--- src/hdl/pata_pkg.sv ---
// ----------------------------------------------------------------------------
// pata_pkg
// Shared types, request codes and helpers for the planar affine transform
// accumulator.
// ----------------------------------------------------------------------------
package pata_pkg;

    typedef enum logic [2:0] {
        REQ_ROT_CW  = 3'd0,
        REQ_ROT_CCW = 3'd1,
        REQ_REFL_X  = 3'd2,
        REQ_REFL_Y  = 3'd3,
        REQ_POINT   = 3'd4
    } req_t;

    // linear coefficient, always -1, 0 or +1
    typedef logic signed [1:0] coef_t;

    typedef struct packed {
        coef_t       r0x;
        coef_t       r0y;
        coef_t       r1x;
        coef_t       r1y;
        logic [63:0] sx;
        logic [63:0] sy;
    } xform_t;

    // update command from the input stage to the transform register
    typedef struct packed {
        logic        en;
        req_t        kind;
        logic [31:0] line_pos;
    } upd_t;

    function automatic logic [63:0] sext32(input logic [31:0] v);
        sext32 = {{32{v[31]}}, v};
    endfunction

    function automatic logic [63:0] scale(input coef_t c, input logic [63:0] v);
        case (c)
            2'sd1:   scale = v;
            -2'sd1:  scale = 64'd0 - v;
            default: scale = 64'd0;
        endcase
    endfunction

endpackage

--- src/hdl/planar_affine_transform_accumulator_top.sv ---
// ----------------------------------------------------------------------------
// planar_affine_transform_accumulator_top
// Accumulated 2D affine transform with rotate, mirror and point requests.
// ----------------------------------------------------------------------------
// One request is taken per cycle while no stalled result holds a point
// request. A request is held in the input register, then updates the
// transform or, for a point request, loads the result register, which
// presents the result on the output. Only point requests give a result; a
// stalled result holds a point request, and everything behind it, in the
// input register, while rotate and mirror requests ahead of it still pass.
// Codes 5 to 7 are accepted and dropped.
module planar_affine_transform_accumulator_top (
    input  logic          aclk,
    input  logic          aresetn,
    input  logic          s_tvalid,
    output logic          s_tready,
    input  logic [95:0]   s_tdata,   // line_pos, point_x, point_y
    input  logic [2:0]    s_tuser,   // req_type
    output logic          m_tvalid,
    input  logic          m_tready,
    output logic [127:0]  m_tdata    // out_x, out_y
);
    import pata_pkg::*;

    logic        in_valid_reg;
    logic        in_valid_next;
    req_t        in_kind_reg;
    logic [31:0] in_line_reg;
    logic [31:0] in_px_reg;
    logic [31:0] in_py_reg;
    logic        advance;
    logic        load;
    upd_t        upd;
    xform_t      xform;
    logic [63:0] out_x;
    logic [63:0] out_y;

    assign advance  = in_valid_reg & ((in_kind_reg != REQ_POINT) | ~m_tvalid | m_tready);
    assign load     = advance & (in_kind_reg == REQ_POINT);
    assign s_tready = ~in_valid_reg | advance;
    assign in_valid_next = (s_tvalid & s_tready) | (in_valid_reg & ~advance);

    always_ff @(posedge aclk) begin
        if (!aresetn) begin
            in_valid_reg <= 1'b0;
        end else begin
            in_valid_reg <= in_valid_next;
        end
    end

    always_ff @(posedge aclk) begin
        if (s_tvalid && s_tready) begin
            in_kind_reg <= req_t'(s_tuser);
            in_line_reg <= s_tdata[31:0];
            in_px_reg   <= s_tdata[63:32];
            in_py_reg   <= s_tdata[95:64];
        end
    end

    assign upd.en       = advance;
    assign upd.kind     = in_kind_reg;
    assign upd.line_pos = in_line_reg;

    pata_state u_state (
        .aclk    (aclk),
        .aresetn (aresetn),
        .upd     (upd),
        .xform   (xform)
    );

    pata_eval u_eval (
        .aclk     (aclk),
        .aresetn  (aresetn),
        .load     (load),
        .xform    (xform),
        .point_x  (in_px_reg),
        .point_y  (in_py_reg),
        .m_tready (m_tready),
        .m_tvalid (m_tvalid),
        .out_x    (out_x),
        .out_y    (out_y)
    );

    assign m_tdata = {out_y, out_x};

    a_no_overwrite: assert property (@(posedge aclk) disable iff (!aresetn)
        load |-> (!m_tvalid || m_tready))
        else $error("pending result overwritten");
    a_point_stall: assert property (@(posedge aclk) disable iff (!aresetn)
        (in_valid_reg && in_kind_reg == REQ_POINT && m_tvalid && !m_tready) |-> !s_tready)
        else $error("input taken while point request is stalled");
    a_accept_fills: assert property (@(posedge aclk) disable iff (!aresetn)
        (s_tvalid && s_tready) |=> in_valid_reg)
        else $error("accepted request lost");
    a_empty_ready: assert property (@(posedge aclk) disable iff (!aresetn)
        !in_valid_reg |-> s_tready)
        else $error("empty input register not ready");

endmodule

--- src/hdl/pata_state.sv ---
// ----------------------------------------------------------------------------
// pata_state
// Accumulated transform register: applies quarter turns and mirrors to the
// linear part and the 64-bit translation.
// ----------------------------------------------------------------------------
module pata_state (
    input  logic            aclk,
    input  logic            aresetn,
    input  pata_pkg::upd_t  upd,
    output pata_pkg::xform_t xform
);
    import pata_pkg::*;

    xform_t      xf_reg;
    xform_t      xf_next;
    logic [63:0] twice_p;

    assign twice_p = {{31{upd.line_pos[31]}}, upd.line_pos, 1'b0};

    always_comb begin
        xf_next = xf_reg;
        if (upd.en) begin
            case (upd.kind)
                REQ_ROT_CW: begin
                    xf_next.r0x = xf_reg.r1x;
                    xf_next.r0y = xf_reg.r1y;
                    xf_next.sx  = xf_reg.sy;
                    xf_next.r1x = -xf_reg.r0x;
                    xf_next.r1y = -xf_reg.r0y;
                    xf_next.sy  = 64'd0 - xf_reg.sx;
                end
                REQ_ROT_CCW: begin
                    xf_next.r0x = -xf_reg.r1x;
                    xf_next.r0y = -xf_reg.r1y;
                    xf_next.sx  = 64'd0 - xf_reg.sy;
                    xf_next.r1x = xf_reg.r0x;
                    xf_next.r1y = xf_reg.r0y;
                    xf_next.sy  = xf_reg.sx;
                end
                REQ_REFL_X: begin
                    xf_next.r0x = -xf_reg.r0x;
                    xf_next.r0y = -xf_reg.r0y;
                    xf_next.sx  = twice_p - xf_reg.sx;
                end
                REQ_REFL_Y: begin
                    xf_next.r1x = -xf_reg.r1x;
                    xf_next.r1y = -xf_reg.r1y;
                    xf_next.sy  = twice_p - xf_reg.sy;
                end
                default: begin
                    xf_next = xf_reg;
                end
            endcase
        end
    end

    always_ff @(posedge aclk) begin
        if (!aresetn) begin
            xf_reg.r0x <= 2'sd1;
            xf_reg.r0y <= 2'sd0;
            xf_reg.r1x <= 2'sd0;
            xf_reg.r1y <= 2'sd1;
            xf_reg.sx  <= 64'd0;
            xf_reg.sy  <= 64'd0;
        end else begin
            xf_reg <= xf_next;
        end
    end

    assign xform = xf_reg;

    // linear part stays a signed permutation matrix
    a_row0_one: assert property (@(posedge aclk) disable iff (!aresetn)
        (xf_reg.r0x != 2'sd0) ^ (xf_reg.r0y != 2'sd0))
        else $error("row 0 of linear part lost its single nonzero entry");
    a_row1_one: assert property (@(posedge aclk) disable iff (!aresetn)
        (xf_reg.r1x != 2'sd0) ^ (xf_reg.r1y != 2'sd0))
        else $error("row 1 of linear part lost its single nonzero entry");
    a_col_one: assert property (@(posedge aclk) disable iff (!aresetn)
        (xf_reg.r0x != 2'sd0) ^ (xf_reg.r1x != 2'sd0))
        else $error("linear part is singular");
    a_point_keeps: assert property (@(posedge aclk) disable iff (!aresetn)
        (upd.en && upd.kind == REQ_POINT) |=> $stable(xf_reg))
        else $error("point request altered the transform");

endmodule

--- src/hdl/pata_eval.sv ---
// ----------------------------------------------------------------------------
// pata_eval
// Maps a query point through the current transform into the result register.
// ----------------------------------------------------------------------------
module pata_eval (
    input  logic             aclk,
    input  logic             aresetn,
    input  logic             load,
    input  pata_pkg::xform_t xform,
    input  logic [31:0]      point_x,
    input  logic [31:0]      point_y,
    input  logic             m_tready,
    output logic             m_tvalid,
    output logic [63:0]      out_x,
    output logic [63:0]      out_y
);
    import pata_pkg::*;

    logic        valid_reg;
    logic        valid_next;
    logic [63:0] x_reg;
    logic [63:0] y_reg;
    logic [63:0] x_next;
    logic [63:0] y_next;
    logic [63:0] px;
    logic [63:0] py;

    assign px = sext32(point_x);
    assign py = sext32(point_y);

    always_comb begin
        x_next     = scale(xform.r0x, px) + scale(xform.r0y, py) + xform.sx;
        y_next     = scale(xform.r1x, px) + scale(xform.r1y, py) + xform.sy;
        valid_next = load | (valid_reg & ~m_tready);
    end

    always_ff @(posedge aclk) begin
        if (!aresetn) begin
            valid_reg <= 1'b0;
        end else begin
            valid_reg <= valid_next;
        end
    end

    always_ff @(posedge aclk) begin
        if (load) begin
            x_reg <= x_next;
            y_reg <= y_next;
        end
    end

    assign m_tvalid = valid_reg;
    assign out_x    = x_reg;
    assign out_y    = y_reg;

endmodule

--- config.mk ---
export PLATFORM = sky130hd
export DESIGN_NAME = planar_affine_transform_accumulator_top
export DESIGN_NICKNAME = d
export VERILOG_FILES = /design/src/hdl/pata_pkg.sv /design/src/hdl/planar_affine_transform_accumulator_top.sv /design/src/hdl/pata_state.sv /design/src/hdl/pata_eval.sv
export SDC_FILE = /design/constraint.sdc
export NUM_CORES = 2
export LEC_CHECK = 0
export CAP_MARGIN = 20
export CORE_MARGIN = 2
export CORE_UTILIZATION = 50
export DETAILED_ROUTE_END_ITERATION = 7
export DONT_BUFFER_PORTS = 1
export PLACE_DENSITY = 0.72
export SLEW_MARGIN = 5
export SYNTH_ARGS = -nofsm -noshare
export SYNTH_HDL_FRONTEND = slang
export SYNTH_HIERARCHICAL = 1
export SYNTH_SLANG_ARGS = --single-unit
--- constraint.sdc ---
create_clock -name aclk -period 13.2 [get_ports aclk]
set_input_delay 1.32 -clock aclk [delete_from_list [all_inputs] [get_ports aclk]]
set_output_delay 1.32 -clock aclk [all_outputs]
set_load 0.02 [all_outputs]
==> flow_summary.ini <==
[worst_setup_path]
cpMostUsedCell = or3_1
critical_path_class = reg -> reg
crit_fanout = 7
cp_data_required_time_ps = 13560
rr_endpoint = u_eval/out_x[49]
cp_cell_sequence = inv_1 -> ha_1 -> or3b_1 -> nor4_1 -> nand2b_1 -> or3_1 -> or3_1 -> or3_1 -> nand2_1 -> xnor2_1 -> and2_1 -> fa_1 -> ha_1 -> nand2_1 -> o21ai_0 -> o21ba_2 -> o31ai_1 -> a2111oi_0 -> o2111ai_1 -> a21oi_1 -> o221ai_1 -> xnor2_1
r2r_slack_ps = 6060
worstSetupStartpointType = flop
cp-end-kind = flop
cpPeakStageDelay_ps = 1100
r2r_cells = 22
r2r_start = in_px_reg[0]
cp.arrival_ps = 7500
crit_path_top_delay_cell = a2111oi_0

[cells_and_area]
nets = 4830
drive_gt1_share_pct = 4.40
finalNonFillerCells = 5349
multi_input_area_mm2 = 0.0258
seq_area_mm2 = 0.00958
fillCellCount = 6717
areaGrowthSynthToFinish_pct = 6.26
largest_reg_flops = 136

[detailed_routing]
drc = 0
wl_mm = 129
viasPerCell = 6.56
num_vias = 35100
routedWlPerCell_um = 24.0
first_pass_iters = 6
drt.antenna.violating_nets = 0
drtIter0Drc = 4693

[flow_run]
max_cap_violations = 0

[sta]
worst_hold_slack_ps = 476
worst_pin_slew_ps = 1250
slew_headroom_pct = 14.4
setup_viol = 0
setup_tns_ps = 0
hold_viol_final = 0
post-route-period-util_pct = 54.1
fin_worst_skew_ps = 31.5
max_freq_mhz = 140
finalMaxSlewViolations = 0
rsz0062_at_grt = no
min_period_ps = 7140

[power]
power_w = 0.00465
powerDensity_mw_per_mm2 = 118
leakagePower_nw = 15.3
peakVddDrop_mv = 0.107

[clocking]
clockBufferDepth = 3
h-tree-depth = 2
post_cts_buffers = 0
cts_made_buffers = 46
numClockSinks = 365
cts-resized-gates = 0
hold_buffers = 0
cts_tree = yes
cts_root_buffer = clkbuf_16
path_clk_slew_ps = 60
clk_latency_ps = 610

[yosys]
synthFlopType = edfxtp_1
async_flop_share_pct = 0
ys_ff_latch = 365
netlist_area_mm2 = 0.0371
synth_nets = 4973
synthCells = 4488
synth.area.top_cells = edfxtp_1 18%, ha_1 8.5%, dfxtp_1 7.5%, fa_1 7.0%, a21oi_1 5.8%
yosysTopAreaCell = edfxtp_1
yosysWarningCount = 6
ys_types = 98
yosysSeqAreaShare_pct = 25.8
synth_edf_count = 227
syn_avg_cell_area_um2 = 8.26
synth_top_area_share_pct = 18.4
synth_most_common_cell = nand2_1
synth_top_cells_by_count = 438 x nand2_1, 433 x a21oi_1, 298 x o21ai_0

[placement]
gp_congestion = 1.00
place_inst = 5256
hpwlAfterDp_mm = 101
port_buffers = 0

[die]
die_w_um = 276
coreArea_mm2 = 0.0732
start_util_pct = 50.6
ios = 233
dieArea_mm2 = 0.0763
rows = 99
die_h_um = 276

[grt]
grt_max_degree = 76
grt_antenna_before_repair = 12
grt_pass1_wl_mm = 192
overflow = 0
grt_pass1_vias = 31700
grt_util_all_layers_pct = 32.2

[min_path]
min_from = u_state/xform[130]
hold-path-cell-count = 2
min_path_type = reg -> reg
holdPathEnd = u_state/xform[130]

[run_status]
status = finished clean
==> stage by stage <==
step / worst slack [ps] / utilization, % / instance area, um2
after floorplan: 5830 / - / 37100
after global placement: 6420 / 51.6 / 37800
after detailed placement: 6290 / 51.6 / 37800
after CTS: 6290 / 53.8 / 39400
after global routing: 5770 / 53.8 / 39400
final: 6060 / 53.8 / 39400
==> final cells by class <==
class                      instances  area share (%)
clock buffer                      61            3.30
sequential                       365            24.3
tap                              959            3.05
clock inverter                    24           0.785
timing repair buffer              35           0.667
inverter                         256            2.44
antenna                            8          0.0508
multi-input combinational       3641            65.4
==> cell families after synthesis <==
group / Yosys count / share of synthesized area [%]
multiplexers: 38 / 1.05
flip-flops: 365 / 25.8
adder cells (fa/ha/maj): 382 / 15.5
buffers and inverters: 482 / 4.91
AND/OR/NAND/NOR: 1403 / 19.0
XOR/XNOR: 346 / 8.18
AO/OA/AOI/OAI: 1472 / 25.5
==> placed cells by master, fill, tap and decap left out, drive strengths merged, types with 35 or more instances in the layout <==
cell type	synthesis	routed
dfxtp	138	138
nand2	438	438
xor2	113	113
a31oi	84	84
a221oi	41	41
and2	109	109
nor2b	46	46
o31ai	57	57
buf	10	35
xnor2	233	233
o21a	37	37
nand2b	44	44
nand3	106	106
or3	52	52
ha	252	252
a211oi	77	77
edfxtp	227	227
and3	51	51
a21o	146	146
o211ai	37	37
o21ai	303	303
nor2	243	243
clkbuf	216	61
fa	130	130
inv	255	256
nand4	80	80
o21bai	54	54
nor3	110	110
a21oi	434	434
==> how the worst max path moves through the flow <==
stage	start	to	slack, ps
detailed placement	in_py_reg[3]	u_eval/out_x[54]	6290
global route	in_py_reg[3]	u_eval/out_x[54]	5770
global placement	in_py_reg[3]	u_eval/out_x[54]	6420
CTS	in_py_reg[3]	u_eval/out_x[54]	6290
finish	in_px_reg[0]	u_eval/out_x[49]	6060
floorplan	m_tready	in_kind_reg[0]	5830
==> layer usage <==
| metal | GRT usage [%] | vias up | part of all wire [%] |
|---|---|---|---|
| met2 | 45.3 | 2021 | 40 |
| met3 | 7.50 | 229 | 12 |
| li1 | - | 16200 | - |
| met4 | 9.51 | 2 | 2.9 |
| met1 | 48.5 | 16600 | 45 |
| met5 | 0 | - | 0.0054 |
==> worst max-delay path: cells and delay by family (launching register included) <==
kind | cells | cell delay [ps]
DFF | 1 | 460
xor gates and xnor gates | 2 | 250
buffers and inverters | 1 | 90
and+or+nand+nor | 9 | 2670
AOI/OAI and AO/OA | 7 | 2440
adders and majority gates | 3 | 1000
==> power by group <==
group / switching (W) / internal [W] / leakage [nW]
Clock: 0.000541 / 0.000812 / 0.779
Sequential: 0.000121 / 0.00131 / 3.25
Combinational: 0.00120 / 0.000667 / 11.2
No activity file was read; power rests on OpenSTA's default activity.
